## src/rtl/core/dlpo_pkg.sv

```systemverilog
// shared widths, constants and register codes of the dust occupancy block
`default_nettype none

package dlpo_pkg;

  // transaction field widths
  localparam int unsigned PULSE_W    = 20;
  localparam int unsigned TIME_W     = 32;
  localparam int unsigned WIN_W      = 20;
  localparam int unsigned CONC_W     = 32;
  localparam int unsigned SUM_W      = 40;

  // configuration port
  localparam int unsigned CFG_IDX_W  = 1;
  localparam int unsigned CFG_DATA_W = 32;

  typedef enum logic [CFG_IDX_W-1:0] {
    REG_WINDOW_MS = 1'b0,
    REG_MIN_CONC  = 1'b1
  } cfg_reg_e;

  localparam logic [WIN_W-1:0]  WINDOW_RST   = 20'd30000;
  localparam logic [CONC_W-1:0] MIN_CONC_RST = 32'd256;

  // datapath widths
  localparam int unsigned RATIO_W = 23;               // Q7.16 low ratio
  localparam int unsigned DEN_W   = 36;               // elapsed * 10
  localparam int unsigned R2_W    = 30;               // ratio squared, Q16
  localparam int unsigned R3_W    = 37;               // ratio cubed, Q16
  localparam int unsigned POS_W   = 42;               // positive curve terms
  localparam int unsigned NEG_W   = 36;               // negative curve term
  localparam int unsigned Q5_W    = 34;               // divide-by-five digit register

  // serial multiplier geometry, two multiplier bits per cycle
  localparam int unsigned MUL_AW    = 30;
  localparam int unsigned MUL_BW    = 24;
  localparam int unsigned MUL_STEPS = MUL_BW / 2;
  localparam int unsigned MUL_PW    = MUL_AW + 2 + MUL_BW;

  // floor(6.2 * 2^16), ten times the curve offset in Q16
  localparam logic [POS_W-1:0] CURVE_OFFSET = 42'd406323;

endpackage

`default_nettype wire

```

## src/rtl/core/dlpo_in_if.sv

```systemverilog
// input channel: one pulse measurement per transaction
`default_nettype none

interface dlpo_in_if;
  import dlpo_pkg::*;

  logic               valid;
  logic               ready;
  logic [PULSE_W-1:0] pulse_us;
  logic [TIME_W-1:0]  now_ms;

  modport source (output valid, output pulse_us, output now_ms, input ready);
  modport sink   (input valid, input pulse_us, input now_ms, output ready);

endinterface

`default_nettype wire

```

## src/rtl/core/dlpo_out_if.sv

```systemverilog
// output channel: one concentration report per transaction
`default_nettype none

interface dlpo_out_if;
  import dlpo_pkg::*;

  logic              valid;
  logic              ready;
  logic [CONC_W-1:0] concentration;
  logic [SUM_W-1:0]  occupancy_total;

  modport source (output valid, output concentration, output occupancy_total, input ready);
  modport sink   (input valid, input concentration, input occupancy_total, output ready);

endinterface

`default_nettype wire

```

## src/rtl/core/dlpo_serial_mul.sv

```systemverilog
// radix-4 shift-add multiplier, two multiplier bits per cycle
`default_nettype none

module dlpo_serial_mul (
  input  wire logic                          clk_i,
  input  wire logic                          rst_ni,
  input  wire logic                          start_i,
  input  wire logic [dlpo_pkg::MUL_AW-1:0]   a_i,
  input  wire logic [dlpo_pkg::MUL_BW-1:0]   b_i,
  output logic      [dlpo_pkg::MUL_PW-1:0]   prod_o,
  output logic                               done_o
);
  import dlpo_pkg::*;

  localparam int unsigned CntW = $clog2(MUL_STEPS);

  logic [MUL_AW-1:0] a_q;
  logic [MUL_AW+1:0] acc_q;
  logic [MUL_BW-1:0] bsh_q;
  logic [CntW-1:0]   cnt_q;
  logic              busy_q;
  logic              done_q;

  logic [MUL_AW+2:0] pp;
  logic [MUL_AW+2:0] step_sum;
  logic              last_step;

  // partial product for the current digit and the running sum
  always_comb begin
    pp = ({3'b000, a_q} & {(MUL_AW+3){bsh_q[0]}})
       + ({2'b00, a_q, 1'b0} & {(MUL_AW+3){bsh_q[1]}});
    step_sum = {1'b0, acc_q} + pp;
  end

  assign last_step = busy_q && (cnt_q == CntW'(MUL_STEPS - 1));

  // sequencing
  always_ff @(posedge clk_i or negedge rst_ni) begin
    if (!rst_ni) begin
      busy_q <= 1'b0;
      done_q <= 1'b0;
      cnt_q  <= '0;
    end else begin
      done_q <= last_step;
      if (start_i) begin
        busy_q <= 1'b1;
        cnt_q  <= '0;
      end else if (busy_q) begin
        cnt_q <= cnt_q + 1'b1;
        if (last_step) begin
          busy_q <= 1'b0;
        end
      end
    end
  end

  // product shifts right two bits per step, low bits leave the multiplier register
  always_ff @(posedge clk_i) begin
    if (start_i) begin
      a_q   <= a_i;
      acc_q <= '0;
      bsh_q <= b_i;
    end else if (busy_q) begin
      acc_q <= {1'b0, step_sum[MUL_AW+2:2]};
      bsh_q <= {step_sum[1:0], bsh_q[MUL_BW-1:2]};
    end
  end

  assign prod_o = {acc_q, bsh_q};
  assign done_o = done_q;

endmodule

`default_nettype wire

```

## src/rtl/core/dust_low_pulse_occupancy_top.sv

```systemverilog
// top level of the low-pulse-occupancy dust concentration block
`default_nettype none

// Each input transaction adds its pulse length to a saturating 40-bit occupancy
// sum. When the time since the window start (modulo 2^32) exceeds window_ms,
// the low ratio sum*2^16/(elapsed*10) is found one quotient bit per cycle,
// squared and cubed on a shared radix-4 serial multiplier, combined into the
// cubic curve in the POLY1 to POLY3 add states and scaled by 1/2560 with a
// divide-by-five loop of two bits per cycle. An item that closes the window
// occupies the block until it leaves FINISH; any other item returns from RANGE.
// Input ready is high only while the block is idle; a finished report sits in
// the output register while the next item is taken. The concentration and sum
// are reported, and the window restarts, only when the result reaches
// min_concentration. Configuration writes are meant for an idle block.
module dust_low_pulse_occupancy_top (
  input  wire logic                            clk_i,
  input  wire logic                            rst_ni,
  input  wire logic                            cfg_we_i,
  input  wire logic [dlpo_pkg::CFG_IDX_W-1:0]  cfg_idx_i,
  input  wire logic [dlpo_pkg::CFG_DATA_W-1:0] cfg_wdata_i,
  dlpo_in_if.sink                              in_i,
  dlpo_out_if.source                           out_o
);
  import dlpo_pkg::*;

  typedef enum logic [11:0] {
    ST_IDLE   = 12'b0000_0000_0001,
    ST_RANGE  = 12'b0000_0000_0010,
    ST_LOAD   = 12'b0000_0000_0100,
    ST_DIV    = 12'b0000_0000_1000,
    ST_SQR    = 12'b0000_0001_0000,
    ST_CUBE   = 12'b0000_0010_0000,
    ST_POLY1  = 12'b0000_0100_0000,
    ST_POLY2  = 12'b0000_1000_0000,
    ST_POLY3  = 12'b0001_0000_0000,
    ST_SUB    = 12'b0010_0000_0000,
    ST_DIV5   = 12'b0100_0000_0000,
    ST_FINISH = 12'b1000_0000_0000
  } state_e;

  localparam logic [4:0] DivLast  = 5'(RATIO_W - 1);
  localparam logic [4:0] Div5Last = 5'(Q5_W / 2 - 1);

  state_e state_q, state_d;

  // control and architectural state
  logic [WIN_W-1:0]  window_q;
  logic [CONC_W-1:0] minc_q;
  logic [SUM_W-1:0]  sum_q;
  logic [TIME_W-1:0] start_q;
  logic [4:0]        cnt_q;
  logic              mul_go_q;
  logic              out_valid_q;

  // datapath registers
  logic [TIME_W-1:0]  now_q;
  logic [TIME_W-1:0]  elapsed_q;
  logic [DEN_W-1:0]   den_q;
  logic [DEN_W-1:0]   rem_q;
  logic [RATIO_W-1:0] ratio_q;
  logic [R2_W-1:0]    r2_q;
  logic [R3_W-1:0]    r3_q;
  logic [POS_W-1:0]   pos_q;
  logic [NEG_W-1:0]   neg_q;
  logic [Q5_W-1:0]    q5_q;
  logic [2:0]         rem5_q;
  logic [CONC_W-1:0]  conc_out_q;
  logic [SUM_W-1:0]   sum_out_q;

  // combinational helpers
  logic              in_fire;
  logic [SUM_W:0]    sum_add;
  logic [SUM_W-1:0]  sum_sat;
  logic              win_closed;
  logic              ratio_sat;
  logic [DEN_W:0]    trial;
  logic [DEN_W:0]    trial_diff;
  logic              trial_ge;
  logic [4:0]        v5;
  logic [1:0]        dig5;
  logic [4:0]        sub5;
  logic [4:0]        rem5_full;
  logic [POS_W-1:0]  neg_ext;
  logic [POS_W-1:0]  t_diff;
  logic [CONC_W-1:0] conc;
  logic              emit_ok;
  logic              out_free;
  logic              emit_go;
  logic [MUL_AW-1:0] mul_a;
  logic [MUL_BW-1:0] mul_b;
  logic [MUL_PW-1:0] mul_prod;
  logic              mul_done;

  assign in_fire  = in_i.valid && in_i.ready;
  assign in_i.ready = (state_q == ST_IDLE);

  // saturating occupancy accumulation
  always_comb begin
    sum_add = {1'b0, sum_q} + (SUM_W+1)'(in_i.pulse_us);
    sum_sat = sum_add[SUM_W] ? '1 : sum_add[SUM_W-1:0];
  end

  assign win_closed = elapsed_q > TIME_W'(window_q);
  // ratio overflows Q7.16 when floor(sum / 2^7) reaches the divisor
  assign ratio_sat  = (DEN_W'(sum_q[SUM_W-1:7])) >= den_q;

  // ratio division step, one quotient bit
  always_comb begin
    trial      = {rem_q, ratio_q[RATIO_W-1]};
    trial_diff = trial - {1'b0, den_q};
    trial_ge   = trial >= {1'b0, den_q};
  end

  // divide-by-five step, one base-4 digit
  always_comb begin
    v5 = {rem5_q, q5_q[Q5_W-1 -: 2]};
    if (v5 >= 5'd15) begin
      dig5 = 2'd3;
    end else if (v5 >= 5'd10) begin
      dig5 = 2'd2;
    end else if (v5 >= 5'd5) begin
      dig5 = 2'd1;
    end else begin
      dig5 = 2'd0;
    end
    sub5      = {1'b0, dig5, 2'b00} + {3'b000, dig5};
    rem5_full = v5 - sub5;
  end

  // curve difference and final saturation
  always_comb begin
    neg_ext = POS_W'(neg_q);
    t_diff  = pos_q - neg_ext;
    conc    = (|q5_q[Q5_W-1:CONC_W]) ? '1 : q5_q[CONC_W-1:0];
  end

  assign emit_ok  = conc >= minc_q;
  assign out_free = !out_valid_q || out_o.ready;
  assign emit_go  = (state_q == ST_FINISH) && emit_ok && out_free;

  // multiplier operands: ratio squared, then square times ratio
  assign mul_a = (state_q == ST_CUBE) ? r2_q : MUL_AW'(ratio_q);
  assign mul_b = MUL_BW'(ratio_q);

  dlpo_serial_mul u_mul (
    .clk_i   (clk_i),
    .rst_ni  (rst_ni),
    .start_i (mul_go_q),
    .a_i     (mul_a),
    .b_i     (mul_b),
    .prod_o  (mul_prod),
    .done_o  (mul_done)
  );

  // next state
  always_comb begin
    state_d = state_q;
    case (state_q)
      ST_IDLE:   if (in_fire) state_d = ST_RANGE;
      ST_RANGE:  state_d = win_closed ? ST_LOAD : ST_IDLE;
      ST_LOAD:   state_d = ratio_sat ? ST_SQR : ST_DIV;
      ST_DIV:    if (cnt_q == DivLast) state_d = ST_SQR;
      ST_SQR:    if (mul_done) state_d = ST_CUBE;
      ST_CUBE:   if (mul_done) state_d = ST_POLY1;
      ST_POLY1:  state_d = ST_POLY2;
      ST_POLY2:  state_d = ST_POLY3;
      ST_POLY3:  state_d = ST_SUB;
      ST_SUB:    state_d = ST_DIV5;
      ST_DIV5:   if (cnt_q == Div5Last) state_d = ST_FINISH;
      ST_FINISH: if (!emit_ok || out_free) state_d = ST_IDLE;
      default:   state_d = ST_IDLE;
    endcase
  end

  // control registers
  always_ff @(posedge clk_i or negedge rst_ni) begin
    if (!rst_ni) begin
      state_q     <= ST_IDLE;
      window_q    <= WINDOW_RST;
      minc_q      <= MIN_CONC_RST;
      sum_q       <= '0;
      start_q     <= '0;
      cnt_q       <= '0;
      mul_go_q    <= 1'b0;
      out_valid_q <= 1'b0;
    end else begin
      state_q  <= state_d;
      cnt_q    <= (state_d == state_q) ? cnt_q + 1'b1 : '0;
      mul_go_q <= (state_d != state_q) && ((state_d == ST_SQR) || (state_d == ST_CUBE));

      // configuration writes
      if (cfg_we_i) begin
        case (cfg_reg_e'(cfg_idx_i))
          REG_WINDOW_MS: window_q <= cfg_wdata_i[WIN_W-1:0];
          REG_MIN_CONC:  minc_q   <= cfg_wdata_i[CONC_W-1:0];
          default: ;
        endcase
      end

      // occupancy sum and window bookkeeping
      if (in_fire) begin
        sum_q <= sum_sat;
      end else if (emit_go) begin
        sum_q   <= '0;
        start_q <= now_q;
      end

      // output register
      if (emit_go) begin
        out_valid_q <= 1'b1;
      end else if (out_o.ready) begin
        out_valid_q <= 1'b0;
      end
    end
  end

  // datapath registers
  always_ff @(posedge clk_i) begin
    case (state_q)
      ST_IDLE: begin
        if (in_fire) begin
          now_q     <= in_i.now_ms;
          elapsed_q <= in_i.now_ms - start_q;
        end
      end
      ST_RANGE: begin
        den_q <= DEN_W'({elapsed_q, 3'b000}) + DEN_W'({elapsed_q, 1'b0});
      end
      ST_LOAD: begin
        if (ratio_sat) begin
          ratio_q <= '1;
        end else begin
          rem_q   <= DEN_W'(sum_q[SUM_W-1:7]);
          ratio_q <= {sum_q[6:0], 16'h0000};
        end
      end
      ST_DIV: begin
        rem_q   <= trial_ge ? trial_diff[DEN_W-1:0] : trial[DEN_W-1:0];
        ratio_q <= {ratio_q[RATIO_W-2:0], trial_ge};
      end
      ST_SQR: begin
        if (mul_done) r2_q <= mul_prod[R2_W+15:16];
      end
      ST_CUBE: begin
        if (mul_done) r3_q <= mul_prod[R3_W+15:16];
      end
      ST_POLY1: begin
        // 11*r3 and 38*r2
        pos_q <= POS_W'({r3_q, 3'b000}) + POS_W'({r3_q, 1'b0}) + POS_W'(r3_q);
        neg_q <= NEG_W'({r2_q, 5'b00000}) + NEG_W'({r2_q, 2'b00}) + NEG_W'({r2_q, 1'b0});
      end
      ST_POLY2: begin
        // 5120*r
        pos_q <= pos_q + POS_W'({ratio_q, 12'h000}) + POS_W'({ratio_q, 10'h000});
      end
      ST_POLY3: begin
        // remaining 80*r and the offset
        pos_q <= pos_q + POS_W'({ratio_q, 6'h00}) + POS_W'({ratio_q, 4'h0}) + CURVE_OFFSET;
      end
      ST_SUB: begin
        // clamp at zero, then drop the factor of 512
        q5_q   <= (neg_ext >= pos_q) ? '0 : Q5_W'(t_diff[POS_W-1:9]);
        rem5_q <= '0;
      end
      ST_DIV5: begin
        q5_q   <= {q5_q[Q5_W-3:0], dig5};
        rem5_q <= rem5_full[2:0];
      end
      ST_FINISH: begin
        if (emit_go) begin
          conc_out_q <= conc;
          sum_out_q  <= sum_q;
        end
      end
      default: ;
    endcase
  end

  assign out_o.valid           = out_valid_q;
  assign out_o.concentration   = conc_out_q;
  assign out_o.occupancy_total = sum_out_q;

  // a report only appears from the final state
  a_out_from_finish: assert property (@(posedge clk_i) disable iff (!rst_ni)
    $rose(out_valid_q) |-> $past(state_q) == ST_FINISH)
    else $error("report raised outside the final state");

  // an accepted transaction goes straight to the window check
  a_accept_range: assert property (@(posedge clk_i) disable iff (!rst_ni)
    in_fire |=> state_q == ST_RANGE)
    else $error("accepted transaction did not start the window check");

  // ratio division keeps its partial remainder below the divisor
  a_div_rem: assert property (@(posedge clk_i) disable iff (!rst_ni)
    state_q == ST_DIV |-> rem_q < den_q)
    else $error("ratio remainder reached the divisor");

  // divide-by-five remainder stays a valid residue
  a_div5_rem: assert property (@(posedge clk_i) disable iff (!rst_ni)
    state_q == ST_DIV5 |-> rem5_q < 3'd5)
    else $error("divide-by-five remainder out of range");

  // a report clears the sum and restarts the window at its time
  a_emit_clear: assert property (@(posedge clk_i) disable iff (!rst_ni)
    emit_go |=> (sum_q == '0) && (start_q == $past(now_q)))
    else $error("window not restarted after a report");

endmodule

`default_nettype wire
```

## src/flat_wrapper.sv

```systemverilog
// flat-port wrapper written by rule: the top's interface ports become plain ports
module dust_low_pulse_occupancy_top_flat import dlpo_pkg::*;
  (clk_i, rst_ni, cfg_we_i, cfg_idx_i, cfg_wdata_i, in_i_valid, in_i_pulse_us, in_i_now_ms, in_i_ready, out_o_valid, out_o_concentration, out_o_occupancy_total, out_o_ready);
  dlpo_in_if in_i_i ();
  dlpo_out_if out_o_i ();
  input  wire logic clk_i;
  input  wire logic rst_ni;
  input  wire logic cfg_we_i;
  input  wire logic [dlpo_pkg::CFG_IDX_W-1:0] cfg_idx_i;
  input  wire logic [dlpo_pkg::CFG_DATA_W-1:0] cfg_wdata_i;
  input wire logic [$bits(in_i_i.valid)-1:0] in_i_valid;
  input wire logic [$bits(in_i_i.pulse_us)-1:0] in_i_pulse_us;
  input wire logic [$bits(in_i_i.now_ms)-1:0] in_i_now_ms;
  output wire logic [$bits(in_i_i.ready)-1:0] in_i_ready;
  output wire logic [$bits(out_o_i.valid)-1:0] out_o_valid;
  output wire logic [$bits(out_o_i.concentration)-1:0] out_o_concentration;
  output wire logic [$bits(out_o_i.occupancy_total)-1:0] out_o_occupancy_total;
  input wire logic [$bits(out_o_i.ready)-1:0] out_o_ready;
  assign in_i_i.valid = in_i_valid;
  assign in_i_i.pulse_us = in_i_pulse_us;
  assign in_i_i.now_ms = in_i_now_ms;
  assign in_i_ready = in_i_i.ready;
  assign out_o_valid = out_o_i.valid;
  assign out_o_concentration = out_o_i.concentration;
  assign out_o_occupancy_total = out_o_i.occupancy_total;
  assign out_o_i.ready = out_o_ready;
  dust_low_pulse_occupancy_top u_core (.clk_i(clk_i), .rst_ni(rst_ni), .cfg_we_i(cfg_we_i), .cfg_idx_i(cfg_idx_i), .cfg_wdata_i(cfg_wdata_i), .in_i(in_i_i), .out_o(out_o_i));
endmodule
```

## config.mk

```make
export PLATFORM = sky130hd
export DESIGN_NAME = dust_low_pulse_occupancy_top_flat
export DESIGN_NICKNAME = d
export VERILOG_FILES = /design/src/rtl/core/dlpo_pkg.sv /design/src/rtl/core/dlpo_in_if.sv /design/src/rtl/core/dlpo_out_if.sv /design/src/rtl/core/dlpo_serial_mul.sv /design/src/rtl/core/dust_low_pulse_occupancy_top.sv /design/src/flat_wrapper.sv
export SDC_FILE = /design/constraint.sdc
export NUM_CORES = 2
export LEC_CHECK = 0
export BUFFER_PORTS_ARGS = -buffer_cell sky130_fd_sc_hd__buf_2
export CAP_MARGIN = 10
export CORE_MARGIN = 1
export CORE_UTILIZATION = 64
export CTS_CLUSTER_DIAMETER = 80
export DETAILED_ROUTE_END_ITERATION = 8
export PLACE_DENSITY_LB_ADDON = 0.1
export SLEW_MARGIN = 20
export SYNTH_ARGS = -nofsm -noshare
export SYNTH_HDL_FRONTEND = slang
export SYNTH_SLANG_ARGS = --single-unit
```

## constraint.sdc

```tcl
create_clock -name clk_i -period 7.2 [get_ports clk_i]
set_input_delay 1.44 -clock clk_i [delete_from_list [all_inputs] [get_ports clk_i]]
set_output_delay 1.44 -clock clk_i [all_outputs]
set_load 0.005 [all_outputs]
```

After elaboration in Yosys (flattened, before gate mapping)
Index checks and enable logic that the tools add are counted.
{"block": "op_classes", "muxes": 36, "bitwise": 4, "n_reduce_logical": 25, "n_eq_ne": 20, "order_cmp": 8, "add_sub_neg": 20}
{"op": "$pmux 12 s12", "count": 1}
{"op": "$pmux 42 s3", "count": 1}
{"op": "$mux 40", "count": 3}
{"op": "$mux 23", "count": 4}
{"op": "$mux 12", "count": 6}
{"op": "$mux 36", "count": 2}
{"op": "$pmux 36 s2", "count": 1}
{"op": "$pmux 34 s2", "count": 1}
{"op": "$pmux 23 s2", "count": 1}
{"op": "$add 42x19->42 const B", "count": 1}
{"op": "$add 42x27->42", "count": 1}
{"op": "$add 42x29->42", "count": 1}
{"op": "$add 42x33->42", "count": 1}
{"op": "$add 42x35->42", "count": 1}
{"op": "$add 42x37->42", "count": 1}
{"op": "$ge 36x42->1", "count": 1}
{"op": "$sub 42x36->42", "count": 1}
{"op": "$add 40x20->41", "count": 1}
{"op": "$add 40x38->41", "count": 1}
{"op": "$ge 37x36->1", "count": 1}
{"op": "$add 35x32->36", "count": 1}
{"op": "$add 35x33->36", "count": 1}
{"op": "$add 36x31->36", "count": 1}
{"op": "$ge 33x36->1", "count": 1}
{"op": "other kinds (47)", "count": 78}
{"block": "word_totals", "reg_bits": 647, "out_inout_bits": 74, "input_bits": 90}

Depth between registers and ports, before layout
{"block": "logic_depth", "word_depth": 10, "depth_mapped": 25, "ltp_nobuf": 25}

Modules after synthesis
A second synthesis with hierarchy kept.
{"block": "hier_totals", "cells_unflattened": 4525, "area_unflattened_um2": 46091.7}
{"module": "dust_low_pulse_occupancy_top", "cells_each": 3941, "instances": 1, "area_each_um2": 40003.4, "seq_area_each_um2": 15931.5}
{"module": "dlpo_serial_mul", "cells_each": 584, "instances": 1, "area_each_um2": 6088.3, "seq_area_each_um2": 2392.3}

Least setup slack after synthesis
No wires, ideal clock.
{"block": "synth_path", "kind": "reg2reg", "from": "register u_core.state_q[9]", "to": "register u_core.state_q[0]", "arrival_time_ns": 5.089, "path_slack_ns": 2.017, "setup_ns": 0.094, "stages_incl_launch_ff": 9, "n_path_buf": 1, "required_time_ns": 7.106, "synth_period_minus_slack_ns": 5.183, "cell_sequence": "dfrtp_1 nor4_1 and3_1 clkbuf_1 nand2_1 nor3b_1 or2_2 or3_1 o221ai_1"}
{"block": "synth_via", "elab_chain_cells": 4, "word_cells_on_any_way": 15, "cone_classes": "eq/ne (12); mux (2); reduce/logical (1)"}
{"element": "from (decl)", "line_no": "dust_low_pulse_occupancy_top.sv:44", "text": "state_e state_q, state_d;"}
{"element": "from (signal assigned)", "line_no": "dust_low_pulse_occupancy_top.sv:187", "text": "state_q <= state_d;"}
{"element": "$eq 12x1->1", "line_no": "dust_low_pulse_occupancy_top.sv:95, dust_low_pulse_occupancy_top.sv:158"}
{"element": "$logic_and 1x1->1", "line_no": "dust_low_pulse_occupancy_top.sv:94", "text": "assign in_fire = in_i.valid && in_i.ready;"}
{"element": "$mux 12", "line_no": "dust_low_pulse_occupancy_top.sv:159", "text": "ST_IDLE: if (in_fire) state_d = ST_RANGE;"}
{"element": "$pmux 12 s12 *", "line_no": "dust_low_pulse_occupancy_top.sv:158", "text": "case (state_q)"}
{"element": "net u_core.state_d[0]", "line_no": "dust_low_pulse_occupancy_top.sv:44"}
The timed path passes the listed nets; every way through them passes the cells marked *.
A chain may end at the register's enable or synchronous reset.

Worst setup path after layout
{"block": "layout_path", "from": "register u_core.r3_q[0]", "to": "register u_core.pos_q[38], data pin"}
{"block": "layout_via", "elab_chain_cells": 3}
{"element": "from (decl)", "line_no": "dust_low_pulse_occupancy_top.sv:62", "text": "logic [R3_W-1:0] r3_q;"}
{"element": "from (signal assigned)", "line_no": "dust_low_pulse_occupancy_top.sv:245", "text": "if (mul_done) r3_q <= mul_prod[R3_W+15:16];"}
{"element": "$add 40x38->41", "line_no": "dust_low_pulse_occupancy_top.sv:249", "text": "pos_q <= POS_W'({r3_q, 3'b000}) + POS_W'({r3_q, 1'b0}) + POS_W'(r3_q);"}
{"element": "$add 42x37->42 *", "line_no": "dust_low_pulse_occupancy_top.sv:249"}
{"element": "$pmux 42 s3 *", "line_no": "dust_low_pulse_occupancy_top.sv:219", "text": "case (state_q)"}
{"element": "to (signal assigned)", "line_no": "dust_low_pulse_occupancy_top.sv:249"}
{"element": "to (signal assigned)", "line_no": "dust_low_pulse_occupancy_top.sv:254", "text": "pos_q <= pos_q + POS_W'({ratio_q, 12'h000}) + POS_W'({ratio_q, 10'h000});"}
{"element": "to (signal assigned)", "line_no": "dust_low_pulse_occupancy_top.sv:258", "text": "pos_q <= pos_q + POS_W'({ratio_q, 6'h00}) + POS_W'({ratio_q, 4'h0}) + CURVE_OFFSET;"}
{"element": "to (decl)", "line_no": "dust_low_pulse_occupancy_top.sv:63", "text": "logic [POS_W-1:0] pos_q;"}
Mark *: on every way between the ends. The rest lies on a longest branch, timed or not.

==> impl_metrics.json <==
{
  "status": "finished clean",
  "ys_seq_elements": 645,
  "antenna_found_initial": 6,
  "synth_top_family_by_area": "compound AO/OA/AOI/OAI gates",
  "setup_tns_ns": 0,
  "cp.required_ns": 7.57,
  "num_io_pins": 164,
  "min_to": "u_core.start_q[12]",
  "r2r-end": "u_core.pos_q[38]",
  "hold_viol_final": 0,
  "wl_mm": 125,
  "core_mm2": 0.0705,
  "post_synth_fa_ha_maj_area_fraction_pct": 17.4,
  "post-route-min-period_ns": 5.42,
  "drive_gt1_share_pct": 9.10,
  "ir_drop_v": 0.000199,
  "grt_pass1_wl_mm": 194,
  "hpwl_mm": 95.6,
  "synth_commonest_cells": "ha_1, edfxtp_1, inv_1, nand2_1, a21oi_1",
  "root_buffer": "clkbuf_16",
  "slew_headroom_pct": 28.7,
  "grt_max_degree": 81,
  "synth_xor_area_share_pct": 5.66,
  "synthMuxAreaShare_pct": 2.92,
  "p_leak_nw": 21.0,
  "grt_pass1_vias": 34300,
  "max_freq_mhz": 184,
  "fp.dieArea_mm2": 0.0729,
  "track_usage_pct": 34.2,
  "m1WireLength_mm": 55.0,
  "synthDistinctLibCells": 93,
  "dr.pass1.iters": 6,
  "overflow": 0,
  "synth.most_common_cell": "ha_1",
  "synth_top_area_cell": "edfxtp_1",
  "wire_per_inst_um": 21.7,
  "worst_pin_slew_ns": 1.04,
  "htree_num_levels": 3,
  "powerDensity_mw_per_mm2": 239,
  "drc": 0,
  "cts_buffers": 74,
  "clk_pin_slew_ns": 0.06,
  "drv_cap": 0,
  "wl_met2_mm": 53.9,
  "yosysSeqAreaShare_pct": 39.8,
  "cts_tree": "built",
  "rsz0062_at_grt": "false",
  "gp_congestion": 0.996,
  "synth_area_mm2": 0.0460,
  "arrival_ns": 5.79,
  "clockBufferDepth": 3,
  "post-route-period-util_pct": 75.3,
  "ys_warn_count": 0,
  "r2r_slack_ns": 1.78,
  "syn-instance-count": 4580,
  "start_util_pct": 65.2,
  "ys.flop_type": "edfxtp_1",
  "syn2layout_area_growth_pct": 9.39,
  "synth.top_cell.area_share_pct": 30.3,
  "synthTopCellsByArea": "edfxtp_1, ha_1, dfrtp_1, fa_1, xnor2_1",
  "die_w_um": 270,
  "hold_buffers": 0,
  "async_reset_ff_share_pct": 23.1,
  "r2r-start": "u_core.r3_q[0]",
  "io_buffers": 163,
  "dr_total_vias": 36000,
  "drv_slew": 0,
  "nets": 5404,
  "postCtsSetupBuffers": 0,
  "hp-start": "u_core.now_q[12]",
  "synth_edf_count": 464,
  "syn_area_per_cell_um2": 10.0,
  "rows": 97,
  "holdPathStages": 2,
  "synth-compound-area-share_pct": 17.7,
  "fp.dieH_um": 270,
  "path_class": "flop to flop",
  "r2r_cells": 22,
  "power_mw": 12.0,
  "critPathMaxFanout": 7,
  "endpoint_kind": "flop",
  "maxUsedRoutingLayer": "met5",
  "start_kind": "flop",
  "post_cts_resized": 0,
  "syn_nets": 5243,
  "hp-class": "flop to flop",
  "final_antenna_net_count": 0,
  "clock_latency_ns": 0.63,
  "wl_met3_mm": 12.9,
  "synthSimpleGateAreaFrac_pct": 12.3,
  "cts_num_sinks": 645,
  "avgViaCountPerCell": 6.26,
  "finClkSkew_ns": 0.0228,
  "drt_iter0_drc": 3517,
  "setup_viol": 0
}
[registers in the layout, summed over array words and instances (netlist names), 32 cells and up]
name and count:
u_core.r3_q 37, u_core.start_q 32, u_core.now_q 32, u_core.pos_q 42, u_core.sum_q 40, u_core.elapsed_q 32, u_core.out_o.occupancy_total 40, u_core.den_q 35
u_core.q5_q 34, u_core.out_o.concentration 32, u_core.rem_q 36, u_core.neg_q 35, u_core.minc_q 32
[stage by stage]
| stage | utilization, % | hold WS [ns] | instance area (um2) | setup slack, ns | instances |
|---|---|---|---|---|---|
| after floorplan | - | 0.408 | 46000 | 2.02 | 4580 |
| after global placement | 67.9 | 0.416 | 47900 | 1.88 | 5605 |
| after detailed placement | 67.9 | 0.420 | 47900 | 1.90 | 5605 |
| after CTS | 71.3 | 0.434 | 50300 | 1.88 | 5742 |
| after global routing | 71.3 | 0.445 | 50300 | 1.44 | 5742 |
| final | 71.3 | 0.446 | 50300 | 1.78 | 5745 |
[worst max path at each step]
stage	slack, ns	to	start	cells past startpoint
floorplan	2.02	u_core.state_q[0]	u_core.state_q[9]	8
global placement	1.88	u_core.pos_q[38]	u_core.r3_q[2]	22
detailed placement	1.90	u_core.pos_q[38]	u_core.r3_q[0]	22
CTS	1.88	u_core.pos_q[38]	u_core.r3_q[0]	22
global route	1.44	u_core.pos_q[38]	u_core.r3_q[0]	22
finish	1.78	u_core.pos_q[38]	u_core.r3_q[0]	22
[cell type report]
class	instances	area, um2
Fill cell	5353	20200
Tap cell	940	1180
Antenna cell	3	7.51
Clock buffer	103	2130
Sequential cell	645	18300
Multi-Input combinational cell	3422	25800
Inverter	399	1500
Timing Repair Buffer	199	1100
Clock inverter	34	304
[cells in the final DEF, fill, tap and decap left out, types with 85 or more instances in the layout]
cell type  count
ha_1         465
edfxtp_1     464
inv_1        396
nand2_1      367
a21oi_1      323
o21ai_0      308
nor2_1       258
xnor2_1      212
a21o_1       190
buf_2        162
dfrtp_1      139
fa_1         108
xor2_1        85
[cells by family after synthesis]
logic type,after synthesis
buffers and inverters,513
AOI/OAI and AO/OA,1264
and+or+nand+nor,1162
xor gates and xnor gates,297
adders and majority gates,574
DFF,645
muxes,125
[report_power, final]
part,leakage [nW],switching (mW),internal [mW]
Clock,1.17,1.60,2.16
Combinational,13.8,2.03,1.44
Sequential,6.03,0.361,4.42
Total,21.0,4.00,8.02
[critical path, stage by stage (launching register included)]
cell	delay, ns
edfxtp_1	0.40
ha_1	0.21
inv_1	0.06
fa_1	0.39
nor2b_1	0.19
o31ai_2	0.11
a211oi_1	0.43
o31a_1	0.32
o21a_1	0.14
nor2_1	0.04
xnor2_1	0.12
ha_1	0.38
a2111oi_0	0.48
o2111ai_1	0.26
nand4_1	0.17
nand2_1	0.08
or3_1	0.38
a221o_1	0.37
nand2_1	0.10
a31oi_1	0.11
nand2_1	0.09
xnor2_1	0.07
a211o_1	0.28
[per-layer routing]
layer	global-route usage, %	up-vias
li1	-	17000
met1	50.0	17300
met2	51.1	1462
met3	7.51	190
met4	9.33	4
met5	0	-
(Power assumes the default switching activity.)
